`config.mk`:
```
export PLATFORM = sky130hd
export DESIGN_NAME = int8_dot_product_requantize
export DESIGN_NICKNAME = d
export VERILOG_FILES = /design/src/hw/rtl/idpr_pkg.sv /design/src/hw/rtl/idpr_dp.sv /design/src/hw/rtl/idpr_ctrl.sv /design/src/hw/rtl/int8_dot_product_requantize.sv
export SDC_FILE = /design/constraint.sdc
export NUM_CORES = 2
export LEC_CHECK = 0
export BUFFER_PORTS_ARGS = -buffer_cell sky130_fd_sc_hd__buf_2
export CAP_MARGIN = 30
export CELL_PAD_IN_SITES_DETAIL_PLACEMENT = 0
export CELL_PAD_IN_SITES_GLOBAL_PLACEMENT = 2
export CORE_MARGIN = 2
export CORE_UTILIZATION = 42
export CTS_BUF_LIST = sky130_fd_sc_hd__clkbuf_4 sky130_fd_sc_hd__clkbuf_8
export DETAILED_ROUTE_END_ITERATION = 10
export GPL_ROUTABILITY_DRIVEN = 0
export GPL_TIMING_DRIVEN = 0
export PLACE_DENSITY_LB_ADDON = 0.2
export SETUP_SLACK_MARGIN = 0.1
export SYNTH_ARGS = -nofsm -noshare
export SYNTH_HDL_FRONTEND = slang
export SYNTH_SLANG_ARGS = --single-unit
```
`constraint.sdc`:
```
create_clock -name i_clk -period 9.25 [get_ports i_clk]
set_input_delay 1.85 -clock i_clk [delete_from_list [all_inputs] [get_ports i_clk]]
set_output_delay 1.85 -clock i_clk [all_outputs]
set_load 0.03 [all_outputs]
```
`src/hw/rtl/idpr_pkg.sv`:
```
`default_nettype none

package idpr_pkg;

    localparam int LANES  = 4;
    localparam int LANE_W = $clog2(LANES);
    localparam int ACC_W  = 27;
    localparam int GAIN_W = 32;
    localparam int BYTE_W = 8;
    localparam int CFG_W  = 2;

    localparam logic [LANE_W-1:0] LAST_LANE = LANE_W'(LANES - 1);

    // saturation bounds, wide for compare and byte for the result
    localparam logic signed [GAIN_W-1:0] SAT_HIGH_W = 32'sd127;
    localparam logic signed [GAIN_W-1:0] SAT_LOW_W  = -32'sd128;
    localparam logic [BYTE_W-1:0]        SAT_HIGH_B = 8'h7F;
    localparam logic [BYTE_W-1:0]        SAT_LOW_B  = 8'h80;

    typedef logic [CFG_W-1:0] t_cfg_idx;

    localparam t_cfg_idx CFG_GAIN  = 2'd0;
    localparam t_cfg_idx CFG_SHIFT = 2'd1;
    localparam t_cfg_idx CFG_RELU  = 2'd2;

    localparam logic signed [GAIN_W-1:0] GAIN_RST  = 32'sd1;
    localparam logic [4:0]               SHIFT_RST = 5'd8;

    typedef logic [LANES-1:0][BYTE_W-1:0] t_lane_bytes;

    typedef enum logic [1:0] {
        ST_ACC,
        ST_MUL,
        ST_QNT
    } t_state;

    typedef struct packed {
        logic              acc;
        logic              mul;
        logic              qnt;
        logic [LANE_W-1:0] lane;
    } t_cmd;

endpackage

`default_nettype wire

```
`src/hw/rtl/idpr_dp.sv`:
```
`default_nettype none

module idpr_dp
    import idpr_pkg::*;
(
    input  wire logic        i_clk,
    input  wire logic        i_rst_n,
    input  wire t_cmd        i_cmd,
    input  wire t_lane_bytes i_weight,
    input  wire t_lane_bytes i_activation,
    input  wire logic        i_cfg_we,
    input  wire t_cfg_idx    i_cfg_index,
    input  wire logic [GAIN_W-1:0] i_cfg_data,
    output t_lane_bytes      o_result
);

    logic signed [GAIN_W-1:0] r_gain;
    logic [4:0]               r_shift;
    logic                     r_relu;

    logic signed [ACC_W-1:0]  r_acc [LANES];
    logic signed [GAIN_W-1:0] r_prod;
    t_lane_bytes              r_res;

    logic signed [2*BYTE_W-1:0]      w_mac [LANES];
    logic signed [GAIN_W-1:0]        w_full;
    logic signed [GAIN_W-1:0]        w_shr;
    logic [BYTE_W-1:0]               w_q;

    always_ff @(posedge i_clk) begin
        if (!i_rst_n) begin
            r_gain  <= GAIN_RST;
            r_shift <= SHIFT_RST;
            r_relu  <= 1'b0;
        end else if (i_cfg_we) begin
            unique case (i_cfg_index)
                CFG_GAIN:  r_gain  <= i_cfg_data;
                CFG_SHIFT: r_shift <= i_cfg_data[4:0];
                CFG_RELU:  r_relu  <= i_cfg_data[0];
                default: ;
            endcase
        end
    end

    always_comb begin
        for (int n = 0; n < LANES; n++) begin
            w_mac[n] = $signed(i_weight[n]) * $signed(i_activation[n]);
        end
    end

    always_ff @(posedge i_clk) begin
        if (!i_rst_n) begin
            for (int n = 0; n < LANES; n++) begin
                r_acc[n] <= '0;
            end
        end else if (i_cmd.acc) begin
            for (int n = 0; n < LANES; n++) begin
                r_acc[n] <= r_acc[n] + {{(ACC_W-2*BYTE_W){w_mac[n][2*BYTE_W-1]}}, w_mac[n]};
            end
        end else if (i_cmd.qnt) begin
            r_acc[i_cmd.lane] <= '0;
        end
    end

    // one shared multiplier, low 32 bits kept
    assign w_full = GAIN_W'(r_acc[i_cmd.lane]) * r_gain;

    always_ff @(posedge i_clk) begin
        if (i_cmd.mul) begin
            r_prod <= w_full;
        end
    end

    always_comb begin
        w_shr = r_prod >>> r_shift;
        if (r_prod[GAIN_W-1]) begin
            if (r_relu) begin
                w_q = '0;
            end else if (w_shr < SAT_LOW_W) begin
                w_q = SAT_LOW_B;
            end else begin
                w_q = w_shr[BYTE_W-1:0];
            end
        end else if (w_shr > SAT_HIGH_W) begin
            w_q = SAT_HIGH_B;
        end else begin
            w_q = w_shr[BYTE_W-1:0];
        end
    end

    always_ff @(posedge i_clk) begin
        if (i_cmd.qnt) begin
            r_res[i_cmd.lane] <= w_q;
        end
    end

    assign o_result = r_res;

endmodule

`default_nettype wire

```
`src/hw/rtl/idpr_ctrl.sv`:
```
`default_nettype none

module idpr_ctrl
    import idpr_pkg::*;
(
    input  wire logic i_clk,
    input  wire logic i_rst_n,
    input  wire logic i_in_valid,
    input  wire logic i_end_of_vector,
    input  wire logic i_out_stall,
    output logic      o_in_stall,
    output logic      o_out_valid,
    output t_cmd      o_cmd
);

    t_state            r_state;
    t_state            n_state;
    logic [LANE_W-1:0] r_lane;
    logic [LANE_W-1:0] n_lane;
    logic              r_out_valid;
    logic              n_out_valid;
    logic              w_in_acc;

    // a final beat waits until the previous result has left
    assign o_in_stall = (r_state != ST_ACC) || (i_end_of_vector && r_out_valid);
    assign w_in_acc   = i_in_valid && !o_in_stall;

    always_comb begin
        n_state = r_state;
        unique case (r_state)
            ST_ACC: begin
                if (w_in_acc && i_end_of_vector) begin
                    n_state = ST_MUL;
                end
            end
            ST_MUL: n_state = ST_QNT;
            ST_QNT: begin
                if (r_lane == LAST_LANE) begin
                    n_state = ST_ACC;
                end else begin
                    n_state = ST_MUL;
                end
            end
            default: n_state = ST_ACC;
        endcase
    end

    always_comb begin
        o_cmd       = '0;
        o_cmd.lane  = r_lane;
        n_lane      = r_lane;
        n_out_valid = r_out_valid;
        if (r_out_valid && !i_out_stall) begin
            n_out_valid = 1'b0;
        end
        unique case (r_state)
            ST_ACC: begin
                o_cmd.acc = w_in_acc;
                n_lane    = '0;
            end
            ST_MUL: o_cmd.mul = 1'b1;
            ST_QNT: begin
                o_cmd.qnt = 1'b1;
                n_lane    = r_lane + LANE_W'(1);
                if (r_lane == LAST_LANE) begin
                    n_out_valid = 1'b1;
                end
            end
            default: ;
        endcase
    end

    always_ff @(posedge i_clk) begin
        if (!i_rst_n) begin
            r_state     <= ST_ACC;
            r_lane      <= '0;
            r_out_valid <= 1'b0;
        end else begin
            r_state     <= n_state;
            r_lane      <= n_lane;
            r_out_valid <= n_out_valid;
        end
    end

    assign o_out_valid = r_out_valid;

`ifndef SYNTHESIS
    a_valid_after_last_lane: assert property (@(posedge i_clk) disable iff (!i_rst_n)
        $rose(r_out_valid) |-> $past(r_state == ST_QNT && r_lane == LAST_LANE))
        else $error("result valid without finishing the last lane");

    a_final_beat_slot_free: assert property (@(posedge i_clk) disable iff (!i_rst_n)
        (w_in_acc && i_end_of_vector) |-> !r_out_valid)
        else $error("final beat taken while a result is pending");

    a_mul_then_qnt: assert property (@(posedge i_clk) disable iff (!i_rst_n)
        (r_state == ST_MUL) |=> (r_state == ST_QNT && $stable(r_lane)))
        else $error("requantize step lost its lane");

    a_start_lane_zero: assert property (@(posedge i_clk) disable iff (!i_rst_n)
        (r_state == ST_ACC && w_in_acc && i_end_of_vector)
            |=> (r_state == ST_MUL && r_lane == '0))
        else $error("requantize pass did not start at lane zero");
`endif

endmodule

`default_nettype wire

```
`src/hw/rtl/int8_dot_product_requantize.sv`:
```
// operation: every taken beat is added into the accumulators; after the end-marked
//   beat is taken, each lane in turn passes a multiply step on one shared multiplier
//   (27-bit accumulator by 32-bit gain) and a requantize step, then o_out_valid rises
// throughput: 1 beat per cycle in a vector; stalls in requantize or on a pending result
// reset: synchronous active low; clears accumulators, gain=1, right_shift=8, relu off
`default_nettype none

module int8_dot_product_requantize
    import idpr_pkg::*;
(
    input  wire logic              i_clk,
    input  wire logic              i_rst_n,
    input  wire logic              i_in_valid,
    output logic                   o_in_stall,
    input  wire logic signed [7:0] i_weight_lane0,
    input  wire logic signed [7:0] i_weight_lane1,
    input  wire logic signed [7:0] i_weight_lane2,
    input  wire logic signed [7:0] i_weight_lane3,
    input  wire logic signed [7:0] i_activation_lane0,
    input  wire logic signed [7:0] i_activation_lane1,
    input  wire logic signed [7:0] i_activation_lane2,
    input  wire logic signed [7:0] i_activation_lane3,
    input  wire logic              i_end_of_vector,
    output logic                   o_out_valid,
    input  wire logic              i_out_stall,
    output logic signed [7:0]      o_result_lane0,
    output logic signed [7:0]      o_result_lane1,
    output logic signed [7:0]      o_result_lane2,
    output logic signed [7:0]      o_result_lane3,
    input  wire logic              i_cfg_we,
    input  wire logic [1:0]        i_cfg_index,
    input  wire logic [31:0]       i_cfg_data
);

    t_cmd        w_cmd;
    t_lane_bytes w_weight;
    t_lane_bytes w_activation;
    t_lane_bytes w_result;

    assign w_weight     = {i_weight_lane3, i_weight_lane2, i_weight_lane1, i_weight_lane0};
    assign w_activation = {i_activation_lane3, i_activation_lane2,
                           i_activation_lane1, i_activation_lane0};

    idpr_ctrl u_ctrl (
        .i_clk           (i_clk),
        .i_rst_n         (i_rst_n),
        .i_in_valid      (i_in_valid),
        .i_end_of_vector (i_end_of_vector),
        .i_out_stall     (i_out_stall),
        .o_in_stall      (o_in_stall),
        .o_out_valid     (o_out_valid),
        .o_cmd           (w_cmd)
    );

    idpr_dp u_dp (
        .i_clk        (i_clk),
        .i_rst_n      (i_rst_n),
        .i_cmd        (w_cmd),
        .i_weight     (w_weight),
        .i_activation (w_activation),
        .i_cfg_we     (i_cfg_we),
        .i_cfg_index  (i_cfg_index),
        .i_cfg_data   (i_cfg_data),
        .o_result     (w_result)
    );

    assign o_result_lane0 = w_result[0];
    assign o_result_lane1 = w_result[1];
    assign o_result_lane2 = w_result[2];
    assign o_result_lane3 = w_result[3];

endmodule

`default_nettype wire

```
==> impl_results.md <==
- Placed inst area: 43000 um^2
- Hold Slack: 0.482 ns
- Unrepaired setup endpoints after global routing: false
- Mapped cell area: 40700 um^2
- Cell row count: 114
- Setup crit end kind: flip-flop
- Leakage: 0.0211 uW
- Hold Fails Final Rpt: 0
- Hold-fix buffers, CTS: 0
- WP data arrival: 9.31 ns
- Global-route wire length before repair: 195 mm
- Worst path required time: 9.63 ns
- Worst skew pair latency: 0.71 ns
- Period utilisation layout: 96.6%
- Initial DRC count: 1936
- Share of cells above drive strength 1: 7.37%
- Number of global-route vias before repair: 32935
- Max_cap viols: 0
- GRT Overall Usage: 25.8%
- Int Pwr: 6290 uW
- Post-Syn Instances: 4569
- Initial Util: 42.2%
- Setup Skew: 0.0626 ns
- Pin count of the biggest net entering global routing: 34
- Worst-path clk slew: 0.06 ns
- Routed WL: 125 mm
- Minimum clock period: 8.93 ns
- Die Area: 99300 um^2
- Commonest non-fill, non-tap cell in the layout: inv_1
- Post-route DRC: 0
- Total number of vias: 31549
- Finished Cell Area: 44200 um^2
- Part of the power in registers: 10.6%
- Num CTS Buffers: 50
- Syn Nets: 5666
- IO buf count: 137
- # setup viols final: 0
- DP HPWL: 104 mm
- Pre-antenna DRT Iters: 5
- Overall Power: 13100 uW
- Crit path kind: flip-flop to flip-flop
- Number of synthesized flops with an enable pin: 64
- Worst Setup Start Kind: flip-flop
- Sw Pwr: 6820 uW
- Filler Cells Inserted: 9662
- Worst-Margin Slew: 1.09 ns
- Clk root buf: clkbuf_8
- Post-synth top flop: dfxtp_1
- Clock share of power: 10.0%
- Async S/R FF share, synth: 0%
- Clock sinks: 217
- TritonCTS clock tree: done
- DR WL/cell: 20.6 um
- Initial antenna violation count: 9
- Sw Ratio: 52.0%
- F_max: 0.112 GHz
- Logic pwr share: 79.4%
- Max VDD drop: 257 uV
- Mapped Avg Cell Area: 8.90 um^2
- Final nets: 5859
- Worst slew margin: 26.9%
- Vias/cell: 5.19
- CP Max Fanout: 10
- Layout overhead on the synthesized area: 8.81%
- Total of warnings raised by yosys: 0
- Outcome: finished, final reports clean
- CTS Buffer Depth: 3
- Worst hold-check path type: flip-flop to flip-flop
- Most frequent cells in the layout: inv_1, fa_1, nand2_1, and2_1, ha_1
- H-tree depth: 2
- Post-DRT Antenna Nets: 0
- Pwr Density: 296 nW/um^2
- Die height: 315 um
- GR Overflow Total: 0
- Horiz. Die Dim: 315 um
- Cell variety after synth: 78
- Sequential cell area fraction in the yosys report: 12.3%
- Synth Register Bits: 217
- # IOs: 138
- Core region area: 96300 um^2
- Fin Setup TNS: 0 ns
- Count of final max-slew check failures: 0
## critical path: stages, from the launching register on
cell	delay, ns
dfxtp_1	0.34
buf_4	0.24
clkbuf_4	0.34
mux4_2	0.76
clkbuf_2	0.41
and2_1	0.29
fa_1	0.51
inv_1	0.06
fa_1	0.50
fa_1	0.49
fa_1	0.52
fa_1	0.56
inv_1	0.05
fa_1	0.50
inv_1	0.05
fa_1	0.49
inv_1	0.05
ha_1	0.34
a21o_1	0.20
nand2_1	0.06
o22ai_1	0.11
or2_2	0.33
o311ai_1	0.37
buf_2	0.26
o211ai_1	0.15
a21oi_1	0.64
## area by class of cell
type,count,area (um^2),share of cell area [%]
clock inverter,21,260,0.588
multi-input combinational,3320,31800,71.9
inverter,877,3290,7.44
sequential,217,4980,11.3
buffer,153,666,1.50
antenna,4,10.0,0.0226
tap,1276,1600,3.61
timing repair buffer,143,747,1.69
clock buffer,70,888,2.01
## cells in the mapped netlist (11+ instances only)
master	count	area [um^2]
a21oi_1	194	971
nor2_1	139	522
edfxtp_1	64	1920
clkbuf_1	124	465
nor3_1	50	250
o21a_1	35	263
o21ai_0	112	561
xnor2_1	159	1390
and2_1	451	2820
buf_1	12	45.0
xor2_1	35	307
mux2_2	16	180
ha_1	364	4550
and3_1	14	87.6
fa_1	629	12600
nor2b_1	53	332
or3_1	16	100
nand2_1	589	2210
o211ai_1	15	113
a31oi_1	15	93.8
o21bai_1	22	165
a211oi_1	42	315
nor3b_1	11	82.6
a21boi_0	39	293
mux4_2	40	901
nand2b_1	30	188
a21o_1	48	360
dfxtp_1	153	3060
buf_2	13	65.1
inv_1	877	3290
nand3_1	33	165
mux4_1	25	657
mux2i_1	25	250
## cells by family after synthesis
kind of cell             count (synthesis)  synth area share (%)
AO/OA/AOI/OAI                          606                  9.53
multiplexers                           107                  4.94
adder cells (fa/ha/maj)                993                  42.2
buffers and inverters                 1032                  9.70
flip-flops                             217                  12.3
XOR/XNOR                               194                  4.18
AND/OR/NAND/NOR                       1420                  17.2
## through the flow
| stage | utilization [%] | instances | setup WS (ns) |
|---|---|---|---|
| 2_1_floorplan | - | 4569 | 1.25 |
| 3_3_place_gp | 44.6 | 5982 | -1.92 |
| 3_5_place_dp | 44.7 | 5986 | -0.994 |
| 4_1_cts | 45.9 | 6077 | 0.140 |
| 5_1_grt | 46.0 | 6079 | 0.101 |
| 6_report | 46.0 | 6081 | 0.319 |
## sequential cells by signal, summed over array words and instances, names as in the netlist, named ones only
signal	flops
u_dp.r_acc	108
u_dp.o_result	32
u_dp.r_gain	32
u_dp.r_prod	32
u_dp.r_shift	5
u_ctrl.r_lane	2
u_ctrl.r_state	2
u_ctrl.o_out_valid	1
u_dp.r_relu	1
## path summary, 6_finish.rpt
check | cells past startpoint | from | end | slack [ns]
hold reg to reg | 2 | u_dp.r_acc[1][0]$_SDFFE_PP0P_ | u_dp.r_acc[1][0]$_SDFFE_PP0P_ | 0.48
setup / recovery | 25 | flip-flop | u_dp.r_prod[28]$_DFFE_PN_ | 0.32
hold / removal | 2 | u_dp.r_acc[1][0]$_SDFFE_PP0P_ | u_dp.r_acc[1][0]$_SDFFE_PP0P_ | 0.48
setup reg to reg | 25 | flip-flop | u_dp.r_prod[28]$_DFFE_PN_ | 0.32
## per-layer routing
metal,track usage (%),part of all wire (%),vias up
met5,0.387,0.061,-
met4,6.92,3.0,4
met3,3.90,5.3,174
met2,44.9,49,759
met1,33.2,43,15758
li1,-,-,14854
## power groups by stage
stage / Clock [uW] / Combinational (uW) / Sequential, uW
2_1_floorplan: 0 / 7780 / 1290
3_3_place_gp: 0 / 10200 / 1400
3_5_place_dp: 0 / 10300 / 1410
4_1_cts: 1350 / 10400 / 1390
5_1_grt: 1390 / 11700 / 1400
6_report: 1310 / 10400 / 1390
## what timing repair did
action | 4_1_cts | 5_1_grt
setup buffers | 2 | 0
resized for setup | 13 | 13
setup endpoints to repair | 6 | 6
Note: power is estimated with default switching activity, not from simulation.
